[src/hw/rtl/terminal_key_sequence_parser_macros.svh]
// Assertion macros shared by the terminal key sequence parser RTL.
// Each macro expects signals named clock and reset in the calling scope.
`ifndef TERMINAL_KEY_SEQUENCE_PARSER_MACROS_SVH
`define TERMINAL_KEY_SEQUENCE_PARSER_MACROS_SVH

// Consequent must hold in the same cycle as the antecedent.
`define TKSP_ASSERT_IMP(lbl, ante, cons, msg) \
   lbl: assert property (@(posedge clock) disable iff (reset) (ante) |-> (cons)) \
      else $error(msg);

// Consequent must hold in the cycle after the antecedent.
`define TKSP_ASSERT_NEXT(lbl, ante, cons, msg) \
   lbl: assert property (@(posedge clock) disable iff (reset) (ante) |=> (cons)) \
      else $error(msg);

`endif

[src/hw/rtl/tksp_pkg.sv]
// Package for the terminal key sequence parser: sizes, codes, key table and helpers.
// Used by every module of the block; depends on nothing else.
`default_nettype none

package tksp_pkg;

   // Store sizing: at most BUF_BYTES-1 bytes are ever held.
   localparam int BUF_BYTES   = 8;
   localparam int ADDR_W      = $clog2(BUF_BYTES);
   localparam int LEVEL_W     = 3;
   localparam int NUM_KEYS    = 17;
   localparam int QUEUE_DEPTH = 2;
   localparam int QUEUE_PTR_W = $clog2(QUEUE_DEPTH);

   typedef logic [7:0]          data_type;
   typedef logic [ADDR_W-1:0]   addr_type;
   typedef logic [NUM_KEYS-1:0] mask_type;
   typedef logic [4:0]          status_type;

   typedef enum logic [1:0] {
      ACT_PUSH   = 2'd0,
      ACT_CLEAR  = 2'd1,
      ACT_STRIP  = 2'd2,
      ACT_OUTPUT = 2'd3
   } action_type;

   // Result word kinds.
   localparam logic [1:0] KIND_STATUS = 2'd0;
   localparam logic [1:0] KIND_DATA   = 2'd1;
   localparam logic [1:0] KIND_LEVEL  = 2'd2;

   // Push status codes outside the key codes.
   localparam status_type ST_NEED_MORE = 5'd0;
   localparam status_type ST_NO_CMD    = 5'd1;
   localparam status_type ST_FULL      = 5'd17;

   // Classified command passed from the front to the back.
   typedef struct packed {
      action_type op;
      data_type   data;
      addr_type   limit;
   } cmd_type;

   // Key table, scanned in order; byte j of a sequence sits at bits [8*j +: 8].
   localparam logic [2:0] KEY_LEN [NUM_KEYS] = '{
      3'd1, 3'd1, 3'd1, 3'd1, 3'd3, 3'd3, 3'd3, 3'd3, 3'd3,
      3'd4, 3'd3, 3'd4, 3'd4, 3'd4, 3'd4, 3'd4, 3'd1
   };
   localparam logic [31:0] KEY_SEQ [NUM_KEYS] = '{
      32'h0000_007F, 32'h0000_0009, 32'h0000_000A, 32'h0000_000D,
      32'h0044_5B1B, 32'h0043_5B1B, 32'h0041_5B1B, 32'h0042_5B1B,
      32'h0048_5B1B, 32'h7E31_5B1B, 32'h0046_5B1B, 32'h7E34_5B1B,
      32'h7E33_5B1B, 32'h7E32_5B1B, 32'h7E35_5B1B, 32'h7E36_5B1B,
      32'h0000_0003
   };
   localparam status_type KEY_CODE [NUM_KEYS] = '{
      5'd2, 5'd3, 5'd4, 5'd5, 5'd6, 5'd7, 5'd8, 5'd9, 5'd10,
      5'd10, 5'd11, 5'd11, 5'd12, 5'd13, 5'd14, 5'd15, 5'd16
   };

   // Narrow a candidate set by one more byte placed at position pos.
   function automatic mask_type key_mask_step(mask_type mask, addr_type pos, data_type b);
      mask_type nxt;
      begin
         for (int i = 0; i < NUM_KEYS; i++) begin
            nxt[i] = mask[i] && (pos < ADDR_W'(KEY_LEN[i]))
                     && (KEY_SEQ[i][{pos[1:0], 3'b000} +: 8] == b);
         end
         return nxt;
      end
   endfunction

   // First surviving entry decides: full length gives its code, else need more.
   function automatic status_type key_status(mask_type mask, addr_type len);
      status_type st;
      begin
         st = ST_NO_CMD;
         for (int i = NUM_KEYS - 1; i >= 0; i--) begin
            if (mask[i]) begin
               st = (ADDR_W'(KEY_LEN[i]) == len) ? KEY_CODE[i] : ST_NEED_MORE;
            end
         end
         return st;
      end
   endfunction

   function automatic logic is_printable(data_type b);
      return (b >= 8'h20) && (b <= 8'h7E);
   endfunction

endpackage

`default_nettype wire

[src/hw/rtl/tksp_front.sv]
// Front end of the key sequence parser: takes request words and classifies them.
// Depends on tksp_pkg; feeds tksp_queue.
`default_nettype none

module tksp_front import tksp_pkg::*; (
   input  wire logic       clock,
   input  wire logic       reset,
   input  wire logic       req_valid,
   output logic            req_ready,
   input  wire logic [1:0] req_action,
   input  wire logic [7:0] req_data_byte,
   input  wire logic [7:0] req_truncate_at,
   output logic            q_valid,
   input  wire logic       q_ready,
   output cmd_type         q_cmd
);

   logic    valid_ff, valid_in;
   cmd_type cmd_ff, cmd_in;
   logic    load;

   // The holding register frees up as soon as the queue takes its word.
   assign req_ready = !valid_ff || q_ready;
   assign load      = req_valid && req_ready;

   // Decode the action and saturate the length limit to what the store can hold.
   always_comb begin
      cmd_in      = cmd_ff;
      cmd_in.op   = action_type'(req_action);
      cmd_in.data = req_data_byte;
      if (req_truncate_at > 8'(BUF_BYTES - 1)) begin
         cmd_in.limit = ADDR_W'(BUF_BYTES - 1);
      end else begin
         cmd_in.limit = req_truncate_at[ADDR_W-1:0];
      end
      valid_in = load ? 1'b1 : (valid_ff && !q_ready);
   end

   always_ff @(posedge clock) begin
      if (reset) begin
         valid_ff <= 1'b0;
      end else begin
         valid_ff <= valid_in;
      end
   end

   always_ff @(posedge clock) begin
      if (load) begin
         cmd_ff <= cmd_in;
      end
   end

   assign q_valid = valid_ff;
   assign q_cmd   = cmd_ff;

endmodule

`default_nettype wire

[src/hw/rtl/tksp_queue.sv]
// Short command queue between the front and back of the key sequence parser.
// Depends on tksp_pkg for the command type and depth.
`default_nettype none

module tksp_queue import tksp_pkg::*; (
   input  wire logic clock,
   input  wire logic reset,
   input  wire logic in_valid,
   output logic      in_ready,
   input  cmd_type   in_cmd,
   output logic      out_valid,
   input  wire logic out_ready,
   output cmd_type   out_cmd
);

   cmd_type                mem [QUEUE_DEPTH];
   logic [QUEUE_PTR_W-1:0] wr_ptr_ff, wr_ptr_in, rd_ptr_ff, rd_ptr_in;
   logic [QUEUE_PTR_W:0]   count_ff, count_in;
   logic                   push, pop;

   assign in_ready  = (count_ff != (QUEUE_PTR_W + 1)'(QUEUE_DEPTH));
   assign out_valid = (count_ff != '0);
   assign push      = in_valid && in_ready;
   assign pop       = out_valid && out_ready;
   assign out_cmd   = mem[rd_ptr_ff];

   // Pointer and occupancy update.
   always_comb begin
      wr_ptr_in = push ? wr_ptr_ff + 1'b1 : wr_ptr_ff;
      rd_ptr_in = pop  ? rd_ptr_ff + 1'b1 : rd_ptr_ff;
      count_in  = count_ff;
      if (push && !pop) begin
         count_in = count_ff + 1'b1;
      end else if (pop && !push) begin
         count_in = count_ff - 1'b1;
      end
   end

   always_ff @(posedge clock) begin
      if (reset) begin
         wr_ptr_ff <= '0;
         rd_ptr_ff <= '0;
         count_ff  <= '0;
      end else begin
         wr_ptr_ff <= wr_ptr_in;
         rd_ptr_ff <= rd_ptr_in;
         count_ff  <= count_in;
      end
   end

   always_ff @(posedge clock) begin
      if (push) begin
         mem[wr_ptr_ff] <= in_cmd;
      end
   end

endmodule

`default_nettype wire

[src/hw/rtl/tksp_back.sv]
// Back end of the key sequence parser: byte store, key matcher and result sequencer.
// Depends on tksp_pkg; takes commands from tksp_queue and drives the rsp_ channel.
`default_nettype none

module tksp_back import tksp_pkg::*; (
   input  wire logic       clock,
   input  wire logic       reset,
   input  wire logic       q_valid,
   output logic            q_ready,
   input  cmd_type         q_cmd,
   output logic            rsp_valid,
   input  wire logic       rsp_ready,
   output logic [1:0]      rsp_kind,
   output logic [4:0]      rsp_status,
   output logic [7:0]      rsp_out_byte,
   output logic            rsp_is_empty,
   output logic            rsp_last,
   output logic [2:0]      rsp_level
);

   typedef enum logic [5:0] {
      S_IDLE   = 6'b000001,
      S_PUSH   = 6'b000010,
      S_REPORT = 6'b000100,
      S_EMPTY  = 6'b001000,
      S_FETCH  = 6'b010000,
      S_PROC   = 6'b100000
   } back_state_type;

   back_state_type state_ff, state_in;
   action_type     op_ff, op_in;
   data_type       data_ff, data_in;
   addr_type       n_ff, n_in, idx_ff, idx_in, wr_ff, wr_in, fill_ff, fill_in;
   mask_type       mask_ff, mask_in;
   data_type       rd_data_ff;
   data_type       mem [BUF_BYTES];

   logic           mem_we, rd_en;
   addr_type       mem_waddr;
   data_type       mem_wdata;

   logic           rsp_valid_ff, rsp_valid_in, rsp_is_empty_ff, rsp_is_empty_in;
   logic           rsp_last_ff, rsp_last_in;
   logic [1:0]     rsp_kind_ff, rsp_kind_in;
   status_type     rsp_status_ff, rsp_status_in;
   data_type       rsp_out_byte_ff, rsp_out_byte_in;
   logic [LEVEL_W-1:0] rsp_level_ff, rsp_level_in;

   logic           emit_ok, final_idx, keep;
   mask_type       push_mask, strip_mask;
   addr_type       out_count, fill_plus;

   // The result register can take a new word when empty or being drained.
   assign emit_ok   = !rsp_valid_ff || rsp_ready;
   assign q_ready   = (state_ff == S_IDLE);
   assign final_idx = (idx_ff == n_ff - ADDR_W'(1));
   assign fill_plus = fill_ff + ADDR_W'(1);
   assign push_mask  = key_mask_step(mask_ff, fill_ff, data_ff);
   assign strip_mask = key_mask_step(mask_ff, wr_ff, rd_data_ff);
   assign out_count  = (fill_ff < q_cmd.limit) ? fill_ff : q_cmd.limit;
   // During a strip the final held byte survives whenever more than one was held.
   assign keep = is_printable(rd_data_ff) || (final_idx && (n_ff > ADDR_W'(1)));

   // Sequencer: one command at a time, one stored byte per fetch and process pair.
   always_comb begin
      state_in        = state_ff;
      op_in           = op_ff;
      data_in         = data_ff;
      n_in            = n_ff;
      idx_in          = idx_ff;
      wr_in           = wr_ff;
      fill_in         = fill_ff;
      mask_in         = mask_ff;
      mem_we          = 1'b0;
      mem_waddr       = fill_ff;
      mem_wdata       = data_ff;
      rd_en           = 1'b0;
      rsp_valid_in    = rsp_valid_ff && !rsp_ready;
      rsp_kind_in     = rsp_kind_ff;
      rsp_status_in   = rsp_status_ff;
      rsp_out_byte_in = rsp_out_byte_ff;
      rsp_is_empty_in = rsp_is_empty_ff;
      rsp_last_in     = rsp_last_ff;
      rsp_level_in    = rsp_level_ff;

      unique case (state_ff)
         S_IDLE: begin
            if (q_valid) begin
               op_in   = q_cmd.op;
               data_in = q_cmd.data;
               idx_in  = '0;
               wr_in   = '0;
               unique case (q_cmd.op)
                  ACT_PUSH: begin
                     state_in = S_PUSH;
                  end
                  ACT_CLEAR: begin
                     fill_in  = '0;
                     mask_in  = '1;
                     state_in = S_REPORT;
                  end
                  ACT_STRIP: begin
                     n_in     = fill_ff;
                     mask_in  = '1;
                     state_in = (fill_ff == '0) ? S_REPORT : S_FETCH;
                  end
                  ACT_OUTPUT: begin
                     n_in     = out_count;
                     fill_in  = '0;
                     mask_in  = '1;
                     state_in = (out_count == '0) ? S_EMPTY : S_FETCH;
                  end
                  default: begin
                     state_in = S_IDLE;
                  end
               endcase
            end
         end
         S_PUSH: begin
            if (emit_ok) begin
               rsp_valid_in    = 1'b1;
               rsp_kind_in     = KIND_STATUS;
               rsp_out_byte_in = '0;
               rsp_is_empty_in = 1'b0;
               rsp_last_in     = 1'b1;
               if (fill_ff >= ADDR_W'(BUF_BYTES - 1)) begin
                  rsp_status_in = ST_FULL;
                  rsp_level_in  = fill_ff[LEVEL_W-1:0];
               end else begin
                  mem_we        = 1'b1;
                  fill_in       = fill_plus;
                  mask_in       = push_mask;
                  rsp_status_in = key_status(push_mask, fill_plus);
                  rsp_level_in  = fill_plus[LEVEL_W-1:0];
               end
               state_in = S_IDLE;
            end
         end
         S_REPORT: begin
            if (emit_ok) begin
               rsp_valid_in    = 1'b1;
               rsp_kind_in     = KIND_LEVEL;
               rsp_status_in   = ST_NEED_MORE;
               rsp_out_byte_in = '0;
               rsp_is_empty_in = 1'b0;
               rsp_last_in     = 1'b1;
               rsp_level_in    = fill_ff[LEVEL_W-1:0];
               state_in        = S_IDLE;
            end
         end
         S_EMPTY: begin
            if (emit_ok) begin
               rsp_valid_in    = 1'b1;
               rsp_kind_in     = KIND_DATA;
               rsp_status_in   = ST_NEED_MORE;
               rsp_out_byte_in = '0;
               rsp_is_empty_in = 1'b1;
               rsp_last_in     = 1'b1;
               rsp_level_in    = '0;
               state_in        = S_IDLE;
            end
         end
         S_FETCH: begin
            rd_en    = 1'b1;
            state_in = S_PROC;
         end
         S_PROC: begin
            if (op_ff == ACT_OUTPUT) begin
               // Emit one held byte per word, the final one marked.
               if (emit_ok) begin
                  rsp_valid_in    = 1'b1;
                  rsp_kind_in     = KIND_DATA;
                  rsp_status_in   = ST_NEED_MORE;
                  rsp_out_byte_in = rd_data_ff;
                  rsp_is_empty_in = 1'b0;
                  rsp_last_in     = final_idx;
                  rsp_level_in    = '0;
                  if (final_idx) begin
                     state_in = S_IDLE;
                  end else begin
                     idx_in   = idx_ff + ADDR_W'(1);
                     state_in = S_FETCH;
                  end
               end
            end else begin
               // Compact kept bytes in place and rebuild the candidate set.
               if (keep) begin
                  mem_we    = 1'b1;
                  mem_waddr = wr_ff;
                  mem_wdata = rd_data_ff;
                  wr_in     = wr_ff + ADDR_W'(1);
                  mask_in   = strip_mask;
               end
               if (final_idx) begin
                  fill_in  = keep ? wr_ff + ADDR_W'(1) : wr_ff;
                  state_in = S_REPORT;
               end else begin
                  idx_in   = idx_ff + ADDR_W'(1);
                  state_in = S_FETCH;
               end
            end
         end
         default: begin
            state_in = S_IDLE;
         end
      endcase
   end

   // Control state.
   always_ff @(posedge clock) begin
      if (reset) begin
         state_ff     <= S_IDLE;
         fill_ff      <= '0;
         mask_ff      <= '1;
         rsp_valid_ff <= 1'b0;
      end else begin
         state_ff     <= state_in;
         fill_ff      <= fill_in;
         mask_ff      <= mask_in;
         rsp_valid_ff <= rsp_valid_in;
      end
   end

   // Working registers and result payload.
   always_ff @(posedge clock) begin
      op_ff           <= op_in;
      data_ff         <= data_in;
      n_ff            <= n_in;
      idx_ff          <= idx_in;
      wr_ff           <= wr_in;
      rsp_kind_ff     <= rsp_kind_in;
      rsp_status_ff   <= rsp_status_in;
      rsp_out_byte_ff <= rsp_out_byte_in;
      rsp_is_empty_ff <= rsp_is_empty_in;
      rsp_last_ff     <= rsp_last_in;
      rsp_level_ff    <= rsp_level_in;
   end

   // Byte store: one write port, one registered read port.
   always_ff @(posedge clock) begin
      if (mem_we) begin
         mem[mem_waddr] <= mem_wdata;
      end
      if (rd_en) begin
         rd_data_ff <= mem[idx_ff];
      end
   end

   assign rsp_valid    = rsp_valid_ff;
   assign rsp_kind     = rsp_kind_ff;
   assign rsp_status   = rsp_status_ff;
   assign rsp_out_byte = rsp_out_byte_ff;
   assign rsp_is_empty = rsp_is_empty_ff;
   assign rsp_last     = rsp_last_ff;
   assign rsp_level    = rsp_level_ff;

endmodule

`default_nettype wire

[src/hw/rtl/terminal_key_sequence_parser.sv]
// Terminal key sequence parser: a request word pushes a received byte, clears,
// strips control bytes from, or drains a small byte store. The req_ channel
// carries action, data byte and length limit; the rsp_ channel returns result
// words: a push status, one word per drained byte, or a level report.
// A request is registered by the front end and passes a two-entry queue to the
// back end, so up to three further requests are taken while the back end works.
// With rsp_ready high, a push, a clear, a strip of an empty store or an empty
// output passes the front register and the queue and then occupies the back
// end for one result state. A strip and an output take a fetch and a process
// state for each held or emitted byte, set by the single-port byte store with
// its registered read; a strip then ends with its level report.
// Reset is synchronous and empties the store and queue; no clearing pass follows.
// When rsp_ready is low the result register holds its word and the back end
// waits; requests keep being taken until the queue and front register are full.
// Depends on tksp_pkg, tksp_front, tksp_queue and tksp_back.
`default_nettype none
`include "terminal_key_sequence_parser_macros.svh"

module terminal_key_sequence_parser import tksp_pkg::*; (
   input  wire logic       clock,
   input  wire logic       reset,
   input  wire logic       req_valid,
   output logic            req_ready,
   input  wire logic [1:0] req_action,
   input  wire logic [7:0] req_data_byte,
   input  wire logic [7:0] req_truncate_at,
   output logic            rsp_valid,
   input  wire logic       rsp_ready,
   output logic [1:0]      rsp_kind,
   output logic [4:0]      rsp_status,
   output logic [7:0]      rsp_out_byte,
   output logic            rsp_is_empty,
   output logic            rsp_last,
   output logic [2:0]      rsp_level
);

   logic    front_valid, front_ready, back_valid, back_ready;
   cmd_type front_cmd, back_cmd;

   // Front end: request register and classification.
   tksp_front u_front (
      .clock           (clock),
      .reset           (reset),
      .req_valid       (req_valid),
      .req_ready       (req_ready),
      .req_action      (req_action),
      .req_data_byte   (req_data_byte),
      .req_truncate_at (req_truncate_at),
      .q_valid         (front_valid),
      .q_ready         (front_ready),
      .q_cmd           (front_cmd)
   );

   // Command queue decoupling the two halves.
   tksp_queue u_queue (
      .clock     (clock),
      .reset     (reset),
      .in_valid  (front_valid),
      .in_ready  (front_ready),
      .in_cmd    (front_cmd),
      .out_valid (back_valid),
      .out_ready (back_ready),
      .out_cmd   (back_cmd)
   );

   // Back end: store, matcher and result sequencer.
   tksp_back u_back (
      .clock        (clock),
      .reset        (reset),
      .q_valid      (back_valid),
      .q_ready      (back_ready),
      .q_cmd        (back_cmd),
      .rsp_valid    (rsp_valid),
      .rsp_ready    (rsp_ready),
      .rsp_kind     (rsp_kind),
      .rsp_status   (rsp_status),
      .rsp_out_byte (rsp_out_byte),
      .rsp_is_empty (rsp_is_empty),
      .rsp_last     (rsp_last),
      .rsp_level    (rsp_level)
   );

   // Checks on the result sequencing and the internal command hand-over.
   `TKSP_ASSERT_IMP(a_status_single, rsp_valid && rsp_kind == KIND_STATUS, rsp_last, "push status word not marked last")
   `TKSP_ASSERT_IMP(a_empty_word, rsp_valid && rsp_is_empty, rsp_last && rsp_kind == KIND_DATA && rsp_out_byte == 8'h00, "malformed empty output word")
   `TKSP_ASSERT_IMP(a_drain_level, rsp_valid && rsp_kind == KIND_DATA, rsp_level == 3'd0, "drained byte word reports a non-zero level")
   `TKSP_ASSERT_NEXT(a_cmd_held, front_valid && !front_ready, front_valid && $stable(front_cmd), "command lost while queue full")

endmodule

`default_nettype wire
[config.mk]
export PLATFORM = sky130hd
export DESIGN_NAME = terminal_key_sequence_parser
export DESIGN_NICKNAME = d
export VERILOG_FILES = /design/src/hw/rtl/tksp_pkg.sv /design/src/hw/rtl/tksp_front.sv /design/src/hw/rtl/tksp_queue.sv /design/src/hw/rtl/tksp_back.sv /design/src/hw/rtl/terminal_key_sequence_parser.sv
export VERILOG_INCLUDE_DIRS = /design/src /design/src/hw/rtl
export SDC_FILE = /design/constraint.sdc
export NUM_CORES = 1
export LEC_CHECK = 0
export BUFFER_PORTS_ARGS = -buffer_cell sky130_fd_sc_hd__buf_2
export CAP_MARGIN = 15
export CORE_MARGIN = 5
export CORE_UTILIZATION = 60
export CTS_CLUSTER_SIZE = 20
export DETAILED_ROUTE_END_ITERATION = 12
export GPL_ROUTABILITY_DRIVEN = 0
export PLACE_DENSITY_LB_ADDON = 0.3
export SLEW_MARGIN = 40
export SYNTH_ARGS = -nofsm -noshare
export SYNTH_HDL_FRONTEND = slang
export SYNTH_SLANG_ARGS = --single-unit
[constraint.sdc]
create_clock -name clock -period 3.4 [get_ports clock]
set_input_delay 0.51 -clock clock [delete_from_list [all_inputs] [get_ports clock]]
set_output_delay 0.51 -clock clock [all_outputs]
set_load 0.02 [all_outputs]
== Word level (Yosys, flattened, before mapping) ==
Memories as Yosys holds them, arrays and structs flattened. A register that Yosys moved wholly into a read port is not among the register bits.
Index checks and enable logic that the tools add are counted.
Widths: inputs -> output; s select.

* Register bits: 84
* Memory bits (writable): 90
* Input port bits: 22
* Output and inout port bits: 22
* Logic and storage cells: 372
* Memories: 2

{| class="wikitable"
|+ Memories
! memory !! words !! bits a word !! read ports !! clocked after Yosys merged registers in !! write ports !! RTL line !! text
|-
| u_back.mem || 8 || 8 || 1 || 1 || 1 || tksp_back.sv:36 || <nowiki>data_type mem [BUF_BYTES];</nowiki>
|-
| u_queue.mem || 2 || 13 || 1 || 1 || 1 || tksp_queue.sv:16 || <nowiki>cmd_type mem [QUEUE_DEPTH];</nowiki>
|}

* Add/sub/neg operators: 8
* $lt $le $gt $ge: 12
* Equality and inequality tests: 63
* Shifts and indexed selects: 34
* Mux-type cells: 117
* Reduce and logical (&&, ||, !) cells: 114

{| class="wikitable"
|+ Operator list
! kind !! count
|-
| $shiftx 32x6->8 const A || 34
|-
| $eq 8x8->1 || 34
|-
| $mux 5 || 26
|-
| $mux 17 || 6
|-
| $logic_and 1x1->1 || 77
|-
| $mux 3 || 23
|-
| $pmux 17 s3 || 1
|-
| $mux 8 || 6
|-
| $pmux 6 s4 || 2
|-
| $mux 4 || 10
|-
| $mux 6 || 4
|-
| $mux 1 || 19
|-
| $ne 2x1->1 const B || 9
|-
| $pmux 3 s2 || 3
|-
| $reduce_and 3->1 || 6
|-
| $mux 2 || 8
|-
| $pmux 8 s2 || 1
|-
| $pmux 5 s3 || 1
|-
| $pmux 3 s4 || 1
|-
| $ne 2x2->1 const B || 5
|-
| $reduce_bool 2->1 || 5
|-
| $add 3x1->3 const B || 3
|-
| $pmux 3 s3 || 1
|-
| $reduce_bool 3->1 || 3
|-
| 40 further kinds || 60
|}

== Longest topological paths before layout ==
Gate-level depths: netlist of the first run.

* Depth in word-level cells: 23
* Mapped depth: 12
* Depth with buffers taken out: 9

== Hierarchy ==
From an unflattened synthesis of the first run, not the netlist that was laid out.

* Cell total of the unflattened synthesis: 746
* Area, all modules: 9103.7 um2

{| class="wikitable"
|+ Modules (own cells, without submodules)
! module !! times used !! cells an instance !! area each (um2) !! seq. area each (um2)
|-
| tksp_back || 1 || 657 || 7474.7 || 3873.7
|-
| tksp_queue || 1 || 64 || 1162.4 || 880.8
|-
| tksp_front || 1 || 25 || 466.7 || 410.4
|}

== Worst setup path before layout of the first run ==
No wires, ideal clock.

* Path type: reg2reg
* Start point: register u_back.n_ff[0]
* End point: memory u_back.mem[2][0] (netlist name), enable pin
* Library setup time: 0.370 ns
* Data arrival time: 2.586 ns
* Required time: 3.030 ns
* Slack: 0.443 ns
* Stages on the path, launching flop included: 11
* Path buffers: 1
* Period minus slack after synthesis: 2.957 ns
* Cell sequence: edfxtp_1 > inv_1 > ha_1 > xnor3_1 > nand3_1 > o32ai_2 > nand3_1 > clkbuf_1 > nor3_1 > a31oi_1 > nor2_1

* Cells in the longest elaborated chain, start to end: 9
* Elaborated cells between the ends (all ways): 13
* Classes of those cells: add/sub: 1; order compare: 1; eq/ne: 1; mux: 8; reduce/logical: 2

{| class="wikitable"
|+ Ends and longest elaborated chain
! element !! RTL line !! text
|-
| from (decl) || tksp_back.sv:33 || <nowiki>addr_type n_ff, n_in, idx_ff, idx_in, wr_ff, wr_in, fill_ff, fill_in;</nowiki>
|-
| from (signal assigned) || tksp_back.sv:228 || <nowiki>n_ff <= n_in;</nowiki>
|-
| $sub 3x1->3 || tksp_back.sv:56 || <nowiki>assign final_idx = (idx_ff == n_ff - ADDR_W'(1));</nowiki>
|-
| $eq 3x3->1 || tksp_back.sv:56 ||
|-
| $logic_and 1x1->1 (*) || tksp_back.sv:62 || <nowiki>assign keep = is_printable(rd_data_ff) || (final_idx && (n_ff > ADDR_W'(1)));</nowiki>
|-
| $logic_or 1x1->1 (*) || tksp_back.sv:62 ||
|-
| $mux 1 || tksp_back.sv:187 || <nowiki>if (keep) begin</nowiki>
|-
| $mux 1 || tksp_back.sv:168 || <nowiki>if (op_ff == ACT_OUTPUT) begin</nowiki>
|-
| $pmux 1 s2 || tksp_back.sv:86 || <nowiki>unique case (state_ff)</nowiki>
|-
| $mux 1 || tksp_back.sv:241 || <nowiki>if (mem_we) begin</nowiki>
|-
| $mux 1 (implied by the code) || tksp_back.sv:242 || <nowiki>mem[mem_waddr] <= mem_wdata;</nowiki>
|-
| to (decl) || tksp_back.sv:36 ||
|}

Every way passes the cells marked *; elsewhere a longest branch is shown, timed or not.

== Worst setup path after layout of the first run ==
* Start point: register u_back.fill_ff[1]
* End point: register u_back.rsp_status_ff[3] (netlist: u_back.rsp_status[3]), data pin

* Cells in the longest elaborated chain, start to end: 23
* Elaborated cells between the ends (all ways): 105
* Classes of those cells: add/sub: 1; order compare: 4; eq/ne: 19; shift: 17; mux: 30; reduce/logical: 34

{| class="wikitable"
|+ Ends and longest elaborated chain
! element !! RTL line !! text
|-
| from (decl) || tksp_back.sv:33 ||
|-
| from (signal assigned) || tksp_back.sv:218 || <nowiki>fill_ff <= fill_in;</nowiki>
|-
| $shiftx 32x6->8 / $lt 3x1->1 (equally long branches) || tksp_pkg.sv:67, tksp_pkg.sv:66 ||
|-
| $eq 8x8->1 / $logic_and 1x1->1 (equally long branches) || tksp_pkg.sv:67, tksp_pkg.sv:66 ||
|-
| $logic_and 1x1->1 || tksp_pkg.sv:67 || <nowiki>&& (KEY_SEQ[i][{pos[1:0], 3'b000} +: 8] == b);</nowiki>
|-
| $mux 5 (17 in a row) || tksp_pkg.sv:79 || <nowiki>if (mask[i]) begin</nowiki>
|-
| $mux 5 (*) || tksp_back.sv:126 || <nowiki>if (fill_ff >= ADDR_W'(BUF_BYTES - 1)) begin</nowiki>
|-
| $mux 5 (*) || tksp_back.sv:120 || <nowiki>if (emit_ok) begin</nowiki>
|-
| $pmux 5 s3 (*) || tksp_back.sv:86 ||
|-
| to (signal assigned) || tksp_back.sv:232 || <nowiki>rsp_status_ff <= rsp_status_in;</nowiki>
|-
| to (decl) || tksp_back.sv:45 || <nowiki>status_type rsp_status_ff, rsp_status_in;</nowiki>
|}

Every way passes the cells marked *; elsewhere a longest branch is shown, timed or not. The select of a mux whose other input is x is not followed.
A chain may end at the register's enable or synchronous reset.

==> results of run 1 <==
[worst max-delay path: stages (launching register included)]
cell and delay [ns]:
dfxtp_1 0.55, buf_4 0.32, ha_1 0.32, xor2_1 0.17
and4_1 0.32, nor2b_1 0.34, a2bb2oi_1 0.14, a21oi_1 0.16
o21bai_1 0.07, a2111oi_0 0.48
[cells in the mapped netlist (3+ instances only)]
cell type,number,share of area
nor4_1,6,0.0041
nand2_1,61,0.025
o21bai_1,4,0.0033
a221o_1,17,0.019
nor2b_1,5,0.0034
o211ai_1,5,0.0041
and3_1,9,0.0062
a21o_1,3,0.0025
buf_1,9,0.0037
and4_1,3,0.0029
ha_1,15,0.021
nor2_1,68,0.028
mux2i_1,6,0.0066
or3b_2,4,0.0038
a21oi_1,30,0.016
nor3b_1,4,0.0033
nand4b_1,4,0.0038
and2_1,11,0.0075
mux4_2,16,0.039
a31oi_1,9,0.0062
buf_2,6,0.0033
a22oi_1,4,0.0033
xnor2_1,17,0.016
inv_1,19,0.0078
nand2b_1,8,0.0055
o21a_1,4,0.0033
dfxtp_1,33,0.072
o31ai_1,6,0.0049
or3_1,9,0.0062
edfxtp_1,150,0.49
a2111oi_0,4,0.0038
nand3b_1,5,0.0041
clkbuf_1,31,0.013
mux2_2,27,0.033
o21ai_0,40,0.022
a22o_1,3,0.0029
xor2_1,32,0.031
nor3_1,25,0.014
nand3_1,25,0.014
nand4_1,7,0.0048
[power breakdown]
group	internal [mW]	leakage [nW]	total [mW]	switching, mW
sequential	2.80	1.61	3.11	0.309
combinational	0.853	1.69	2.05	1.20
clock	1.01	0.300	1.99	0.986
[area by class of cell]
cell class,count,area [µm²],share of cell area
Timing Repair Buffer,69,410,0.0402
Multi-Input combinational cell,525,3710,0.363
Clock inverter,15,190,0.0186
Inverter,19,71.3,0.00699
Sequential cell,183,5170,0.506
Tap cell,188,235,0.0230
Clock buffer,17,425,0.0417
[per-layer routing]
metal  part of all wire  track usage  up-vias
met5                  0            0        -
met4              0.026        0.104        0
li1                   -            -     3007
met1               0.41        0.303     3228
met3              0.063       0.0453       51
met2               0.50        0.419      286
[registers in the layout (all words and copies together) (netlist names), 2 cells and up, named ones only]
register and cells:
u_front.q_cmd 13, u_back.idx_ff 3, u_back.data_ff 8, u_queue.count_ff 2
u_back.rsp_status 5, u_back.rsp_kind 2, u_back.op_ff 2, u_back.rd_data_ff 8
u_queue.mem 26, u_back.state_ff 6, u_back.rsp_level 3, u_back.n_ff 3
u_back.wr_ff 3, u_back.mask_ff 17, u_back.fill_ff 3, u_back.rsp_out_byte 8
u_back.mem 64
[cells in the final DEF (no fill, tap or decap), types with 6 or more instances in the layout]
master / instances
edfxtp_1: 150
nor2_1: 68
nand2_1: 61
buf_2: 43
o21ai_0: 40
xor2_1: 32
dfxtp_1: 32
a21oi_1: 30
mux2_2: 27
buf_4: 26
nor3_1: 25
nand3_1: 25
inv_1: 19
a221o_1: 17
xnor2_1: 17
clkbuf_16: 17
mux4_2: 16
ha_1: 15
and2_1: 11
and3_1: 9
a31oi_1: 9
or3_1: 9
nand2b_1: 8
nand4_1: 7
mux2i_1: 6
nor4_1: 6
o31ai_1: 6
clkinv_8: 6
[cells by family (layout without fill, tap and decap cells)]
| group | count (synthesis) | after routing | share of synthesized area |
|---|---|---|---|
| adders and majority gates | 15 | 15 | 0.0205 |
| AOI/OAI and AO/OA | 146 | 146 | 0.110 |
| and+or+nand+nor | 265 | 265 | 0.146 |
| muxes | 49 | 49 | 0.0792 |
| xor gates and xnor gates | 50 | 50 | 0.0494 |
| DFF | 183 | 183 | 0.565 |
| buffers and inverters | 68 | 120 | 0.0301 |
[worst paths after layout]
check | cells past startpoint | slack (ns) | start | endpoint
max | 9 | 0.30 | u_back.fill_ff[1] | u_back.rsp_status[3]
min | 1 | 0.23 | req_data_byte[4] | u_front.q_cmd[7]
max reg2reg | 9 | 0.30 | u_back.fill_ff[1] | u_back.rsp_status[3]
min reg2reg | 0 | 0.45 | u_front.q_cmd[1] | u_queue.mem[1][1]
[what timing repair did]
item / in CTS / in global routing
resized for setup: 0 / 1
setup buffers: 0 / 0
endpoints found under the setup margin: 0 / 1
[stage by stage]
| step | setup WS (ns) | instance area (µm²) | instances | util | hold slack (ns) |
|---|---|---|---|---|---|
| 2_1_floorplan | 0.443 | 9150 | 776 | - | 0.421 |
| 3_3_place_gp | 0.500 | 9590 | 984 | 0.636 | 0.425 |
| 3_5_place_dp | 0.336 | 9590 | 984 | 0.636 | 0.434 |
| 4_1_cts | 0.337 | 10200 | 1016 | 0.676 | 0.218 |
| 5_1_grt | 0.129 | 10200 | 1016 | 0.676 | 0.227 |
| 6_report | 0.297 | 10200 | 1016 | 0.676 | 0.233 |
==> run metrics, run 1 <==
status=complete, no violations; final-layout fill cell count=1,068; Iter 0 DRT Violations=923; DRT Wirelength=21,100 µm; power density over the cells=701 nW/µm²; htree depth=4; largest net degree at the start of global routing=35; Distinct cells, synth=67; Total GRT Usage=0.243; CTS Buf Count=17; Mapped Cells=776; initial core utilization=0.606; DR vias/cell=6.47; DPL Wire Length=14,700 µm; fmax=0.322 GHz; Port Buffers=43; Longest Clk Path Bufs=2; Cell Rows=45; Crit path arrival time=3.29 ns; Most used DFF post-synth=edfxtp_1; YS warnings=0; endpoints failing hold=0; fin crit period=3.10 ns; Wirelength per Cell=20.8 µm; Synth Cell Area=9150 µm²; final period utilization=0.913; kind of critical path=flip-flop to flip-flop; min-delay worst type=input port to flip-flop; grt ovf=0; Die W=133 µm; Pleak=3.60 nW; Worst slew margin=0.499; Worst Max-Slew Pin Slew=0.745 ns; final-report max-slew violation count=0; First-pass DRT Iterations=6; nets@finish=852; layout cell share with drive strength beyond 1=0.192; #FFs+latches synth=183; number of global-route vias before repair=6,586; antenna cells=0; die height=133 µm; clock tree root buffer cell=clkbuf_16; RSZ-0062 raised after global routing=no; CP Launch Type=flip-flop; Hold Buf Count CTS=0; CTS tree=yes; DRC Markers=0; Clock Latency Late Sink=0.45 ns; first-pass GRT wire length=33,700 µm; Area growth, synth to finish=11.6%; Mapped Nets=813; Clock Sinks=183; routed vias=6,572; Power Total=7.16 mW; clk_skew=0.0223 ns; crit-path max FO=16; Post-synth ARST share=0; Die ar.=17,800 µm²; Reg clk slew, reported paths=0.08 ns; CP Capture Type=flip-flop; maxcap violations=0; Peak VDD IR=431 µV; sequential area share after synthesis=0.565; Routed Antenna Nets=0; Mean Syn Cell Area=11.8 µm²; count of final setup violators=0; Post-synth EDFFs=150; num ports=44; Crit path required time=3.59 ns; setup TNS=0 ns; Core ar.=15,100 µm²; antenna violations before repair=0
Note: power is estimated with default switching activity, not from simulation.
==> run 2: changes to the inputs <==
--- a/config.mk
+++ b/config.mk
@@ -13,7 +13,7 @@
 export CTS_CLUSTER_SIZE = 20
 export DETAILED_ROUTE_END_ITERATION = 12
 export GPL_ROUTABILITY_DRIVEN = 0
-export PLACE_DENSITY_LB_ADDON = 0.3
+export PLACE_DENSITY = 0.78
 export SLEW_MARGIN = 40
 export SYNTH_ARGS = -nofsm -noshare
 export SYNTH_HDL_FRONTEND = slang
==> constraint.sdc (replaced) <==
create_clock -name clock -period 3.4 [get_ports clock]
set_input_delay 0.34 -clock clock [delete_from_list [all_inputs] [get_ports clock]]
set_output_delay 0.34 -clock clock [all_outputs]
set_load 0.02 [all_outputs]
==> run metrics, run 2 (same netlist as run 1, synthesis figures left out) <==
Routed Antenna Nets=0 (unchanged); status=complete, no violations (unchanged); Cell Rows=45 (unchanged); htree depth=4 (unchanged); count of final setup violators=0 (unchanged); CTS Buf Count=17 (unchanged); Hold Buf Count CTS=0 (unchanged); CTS tree=yes (unchanged); Reg clk slew, reported paths=0.08 ns (about the same); fmax=0.311 GHz (was 0.322 GHz); most common cell after layout, fill and taps aside=edfxtp_1 (unchanged); # resized after CTS=0 (unchanged); final-report max-slew violation count=0 (unchanged); power density over the cells=705 nW/µm² (was 701 nW/µm²); post-route insts no fill=1,014 (was 1,016); CP Launch Type=flip-flop (unchanged); clk_skew=0.0111 ns (was 0.0223 ns); hold_ws=0.0665 ns (was 0.233 ns); Die W=133 µm (unchanged); Worst Max-Slew Pin Slew=0.867 ns (was 0.745 ns); die height=133 µm (unchanged); DR top layer=met4 (unchanged); first-pass GRT wire length=34,900 µm (was 33,700 µm); routed vias=6,672 (was 6,572); Longest Clk Path Bufs=2 (unchanged); initial core utilization=0.606 (unchanged); Worst slew margin=0.420 (was 0.499); Post-Place Cells=981 (was 984); Iter 0 DRT Violations=840 (was 923); Met2 Wirelength=11,000 µm (was 10,600 µm); Crit path arrival time=3.29 ns (about the same); final period utilization=0.947 (was 0.913); Placement Setup Slack=0.174 ns (was 0.336 ns); final-layout fill cell count=1,053 (was 1,068); CP Capture Type=flip-flop (unchanged); most frequent cells in the layout=150 x edfxtp_1, 62 x nor2_1, 61 x nand2_1, 43 x buf_2, 40 x o21ai_0 (was 150 x edfxtp_1, 68 x nor2_1, 61 x nand2_1, 43 x buf_2, 40 x o21ai_0); postcts setup bufs=0 (unchanged); number of global-route vias before repair=6,612 (was 6,586); Pleak=3.59 nW (was 3.60 nW); Die ar.=17,800 µm² (unchanged); max reg flops=64 (unchanged); layout cell share with drive strength beyond 1=0.196 (was 0.192); Core ar.=15,100 µm² (unchanged); clock tree root buffer cell=clkbuf_16 (unchanged); Peak VDD IR=600 µV (was 431 µV); First-pass DRT Iterations=9 (was 6); DR vias/cell=6.58 (was 6.47); crit-path max FO=17 (was 16); min-delay worst type=input port to flip-flop (unchanged); RSZ-0062 raised after global routing=no (unchanged); kind of critical path=flip-flop to flip-flop (unchanged); DRC Markers=0 (unchanged); maxcap violations=0 (unchanged); Crit path required time=3.47 ns (was 3.59 ns); Total GRT Usage=0.252 (was 0.243); nets@finish=850 (was 852); setup TNS=0 ns (unchanged); antenna cells=0 (unchanged); grt ovf=0 (unchanged); Area growth, synth to finish=11.7% (was 11.6%); DPL Wire Length=15,400 µm (was 14,700 µm); Port Buffers=43 (unchanged); Clock Latency Late Sink=0.44 ns (was 0.45 ns); num ports=44 (unchanged); Reg with most FFs=u_back.mem (unchanged); DRT Wirelength=21,900 µm (was 21,100 µm); Wirelength per Cell=21.6 µm (was 20.8 µm); endpoints failing hold=0 (unchanged); Regs by FF count=u_back.mem x64, u_queue.mem x26, u_back.mask_ff x17 (unchanged); largest net degree at the start of global routing=35 (unchanged); metal3 WL=1810 µm (was 1330 µm); worst setup margin=0.180 ns (was 0.297 ns); fin crit period=3.22 ns (was 3.10 ns); antenna violations before repair=0 (unchanged); DRT met1 WL=8450 µm (was 8610 µm); Clock Sinks=183 (unchanged)
## run 2: cell types whose count changed in the layout (fill, tap and decap cells not counted), moves of 2 or more
cell / delta
nor2_1: -6
nor2_2: +6
buf_4: -3
inv_8: -2
## run 2: final timing paths
kind / depth (start not counted) / from / to / slack [ns]
setup / recovery: 10 / u_back.n_ff[0] / u_back.mem[7][6] / 0.18
hold reg to reg: 0 / u_front.q_cmd[10] / u_queue.mem[0][10] / 0.45
hold / removal: 1 / req_data_byte[4] / u_front.q_cmd[7] / 0.07
setup reg to reg: 10 / u_back.n_ff[0] / u_back.mem[7][6] / 0.18
## run 2: critical path, cell delays in order, from the launching register on
cell	delay [ns]
edfxtp_1	0.40
inv_1	0.06
ha_1	0.20
xnor3_1	0.37
nand3_1	0.11
o32ai_2	0.30
nand3_1	0.22
buf_12	0.21
inv_1	0.08
a22oi_1	0.17
nor2_1	0.73
## run 2: layout make-up
type	instances	area [µm²]	area share
sequential	183	5160	0.505
inverter	19	71.3	0.00698
tap	188	235	0.0230
clock buffer	17	425	0.0416
multi-input combinational	525	3720	0.364
timing repair buffer	67	408	0.0399
clock inverter	15	195	0.0191
## run 2: where the power goes
group / internal, mW / leakage, nW / switching, mW
Clock: 1.01 / 0.295 / 0.999
Combinational: 0.849 / 1.68 / 1.24
Sequential: 2.80 / 1.61 / 0.310
Total: 4.66 / 3.59 / 2.55
## run 2: routing by layer
| layer | track usage | up-vias |
|---|---|---|
| met2 | 0.421 | 388 |
| met3 | 0.0551 | 76 |
| met1 | 0.327 | 3215 |
| met5 | 0 | - |
| met4 | 0.0903 | 0 |
| li1 | - | 2993 |
## run 2: metrics by stage
step	util	instance area, µm²	power (mW)
floorplan	-	9150	4.65
global placement	0.635	9580	5.10
detailed placement	0.635	9590	5.20
CTS	0.676	10200	7.21
global route	0.678	10200	7.55
finish	0.678	10200	7.21
==> run 3: changes to the inputs <==
--- a/config.mk
+++ b/config.mk
@@ -9,11 +9,10 @@
 export BUFFER_PORTS_ARGS = -buffer_cell sky130_fd_sc_hd__buf_2
 export CAP_MARGIN = 15
 export CORE_MARGIN = 5
-export CORE_UTILIZATION = 60
+export CORE_UTILIZATION = 35
 export CTS_CLUSTER_SIZE = 20
 export DETAILED_ROUTE_END_ITERATION = 12
 export GPL_ROUTABILITY_DRIVEN = 0
-export PLACE_DENSITY = 0.78
 export SLEW_MARGIN = 40
 export SYNTH_ARGS = -nofsm -noshare
 export SYNTH_HDL_FRONTEND = slang
==> run metrics, run 3 (same netlist as run 1, synthesis figures left out) <==
status=complete, no violations (unchanged); final period utilization=0.905 (was 0.947); Reg with most FFs=u_back.mem (unchanged); FF-to-FF setup slack=0.32 ns (was 0.18 ns); final-layout fill cell count=2,415 (was 1,053); Crit path arrival time=3.26 ns (was 3.29 ns); clock tree root buffer cell=clkbuf_16 (unchanged); power density over the cells=686 nW/µm² (was 705 nW/µm²); hold_ws=0.0631 ns (was 0.0665 ns); final core utilization=0.402 (was 0.678); largest net degree at the start of global routing=35 (unchanged); antenna violations before repair=0 (unchanged); DRC Markers=0 (unchanged); Worst slew margin=0.434 (was 0.420); switching share of power=0.347 (was 0.354); routed vias=6,287 (was 6,672); initial core utilization=0.353 (was 0.606); clk_skew=0.0141 ns (was 0.0111 ns); Routed Antenna Nets=0 (unchanged); grt ovf=0 (unchanged); sequential power share=0.433 (was 0.432); Longest Clk Path Bufs=2 (unchanged); nets@finish=855 (was 850); crit-path max FO=13 (was 17); Total GRT Usage=0.149 (was 0.252); Worst Max-Slew Pin Slew=0.846 ns (was 0.867 ns); die height=172 µm (was 133 µm); CP Launch Type=flip-flop (unchanged); count of final setup violators=0 (unchanged); clock share of power=0.280 (was 0.278); Port Buffers=43 (unchanged); layout cell share with drive strength beyond 1=0.202 (was 0.196); endpoints failing hold=0 (unchanged); Iter 0 DRT Violations=669 (was 840); Sw Pwr=2.49 mW (was 2.55 mW); Power Total=7.15 mW (was 7.21 mW); Cell Rows=59 (was 45); htree depth=4 (unchanged); Int Power=4.67 mW (was 4.66 mW); Reg clk slew, reported paths=0.08 ns (about the same); first-pass GRT wire length=34,400 µm (was 34,900 µm); DR vias/cell=5.39 (was 6.58); num ports=44 (unchanged); Pleak=3.61 nW (was 3.59 nW); First-pass DRT Iterations=6 (was 9); most common cell after layout, fill and taps aside=edfxtp_1 (unchanged); Die ar.=29,500 µm² (was 17,800 µm²); min-delay worst type=input port to flip-flop (unchanged); max reg flops=64 (unchanged); Regs by FF count=u_back.mem x64, u_queue.mem x26, u_back.mask_ff x17 (unchanged); CTS tree=yes (unchanged); Crit path required time=3.58 ns (was 3.47 ns); number of global-route vias before repair=6,304 (was 6,612); Area growth, synth to finish=14.0% (was 11.7%); maxcap violations=0 (unchanged); DRT Wirelength=21,500 µm (was 21,900 µm); Wirelength per Cell=18.5 µm (was 21.6 µm); RSZ-0062 raised after global routing=no (unchanged); Peak VDD IR=285 µV (was 600 µV); setup TNS=0 ns (unchanged); Comb pwr share=0.286 (was 0.290); most frequent cells in the layout=150 x edfxtp_1, 62 x nor2_1, 61 x nand2_1, 43 x buf_2, 40 x o21ai_0 (unchanged); final-report max-slew violation count=0 (unchanged); Clock Sinks=183 (unchanged); DPL Wire Length=15,400 µm (about the same); kind of critical path=flip-flop to flip-flop (unchanged); antenna cells=0 (unchanged); Die W=172 µm (was 133 µm); postcts setup bufs=0 (unchanged); CP Capture Type=flip-flop (unchanged); Clock Latency Late Sink=0.44 ns (about the same); Core ar.=25,900 µm² (was 15,100 µm²); CTS Buf Count=17 (unchanged); fmax=0.325 GHz (was 0.311 GHz); fin crit period=3.08 ns (was 3.22 ns)
## run 3: final cells by class
cell class | count | area (µm²) | area share
Sequential cell | 183 | 5170 | 0.495
Clock inverter | 15 | 189 | 0.0181
Multi-Input combinational cell | 525 | 3720 | 0.357
Inverter | 19 | 71.3 | 0.00684
Tap cell | 335 | 419 | 0.0402
Clock buffer | 17 | 425 | 0.0408
Timing Repair Buffer | 72 | 433 | 0.0415
## run 3: per-layer routing
| layer | global-route usage | wire length [µm] | part of all wire | vias to the layer above |
|---|---|---|---|---|
| li1 | - | - | - | 3014 |
| met1 | 0.201 | 9400 | 0.44 | 3048 |
| met2 | 0.248 | 10600 | 0.49 | 203 |
| met3 | 0.0274 | 1280 | 0.059 | 22 |
| met4 | 0.0434 | 284 | 0.013 | 0 |
| met5 | 0 | 0 | 0 | - |
## run 3: timing repair
| item | in CTS | in global routing |
|---|---|---|
| setup endpoints to repair | 0 | 4 |
| hold buffers | 0 | 0 |
| gates resized for setup | 0 | 1 |
| endpoints found under the hold margin | 0 | 0 |
## run 3: final timing paths
kind,from,to,cells past startpoint
worst max register to register,u_back.fill_ff[0],u_back.rsp_status[1],9
worst max-delay path,u_back.fill_ff[0],u_back.rsp_status[1],9
worst min-delay path,req_action[1],u_front.q_cmd[12],1
worst min register to register,u_front.q_cmd[5],u_queue.mem[0][5],0
## run 3: power by group through the flow
stage | combinational [mW] | clock, mW | sequential (mW)
floorplan | 1.68 | 0 | 2.97
global placement | 2.03 | 0 | 3.14
detailed placement | 2.05 | 0 | 3.14
CTS | 2.05 | 2.04 | 3.10
global route | 2.26 | 2.13 | 3.13
finish | 2.05 | 2.00 | 3.10
## run 3: worst max-delay path, stage by stage (launching register included)
cell       delay [ns]
dfxtp_2          0.48
inv_1            0.21
ha_1             0.41
xor2_1           0.19
a2111oi_2        0.49
nand4_1          0.38
nand2_1          0.21
a21oi_1          0.05
o31ai_1          0.26
a31oi_1          0.13
## run 3: stage by stage
step / worst slack, ns / area [µm²] / instances
floorplan: 0.443 / 9150 / 776
global placement: 0.329 / 9800 / 1134
detailed placement: 0.227 / 9800 / 1134
CTS: 0.194 / 10400 / 1166
global route: 0.129 / 10400 / 1166
finish: 0.324 / 10400 / 1166
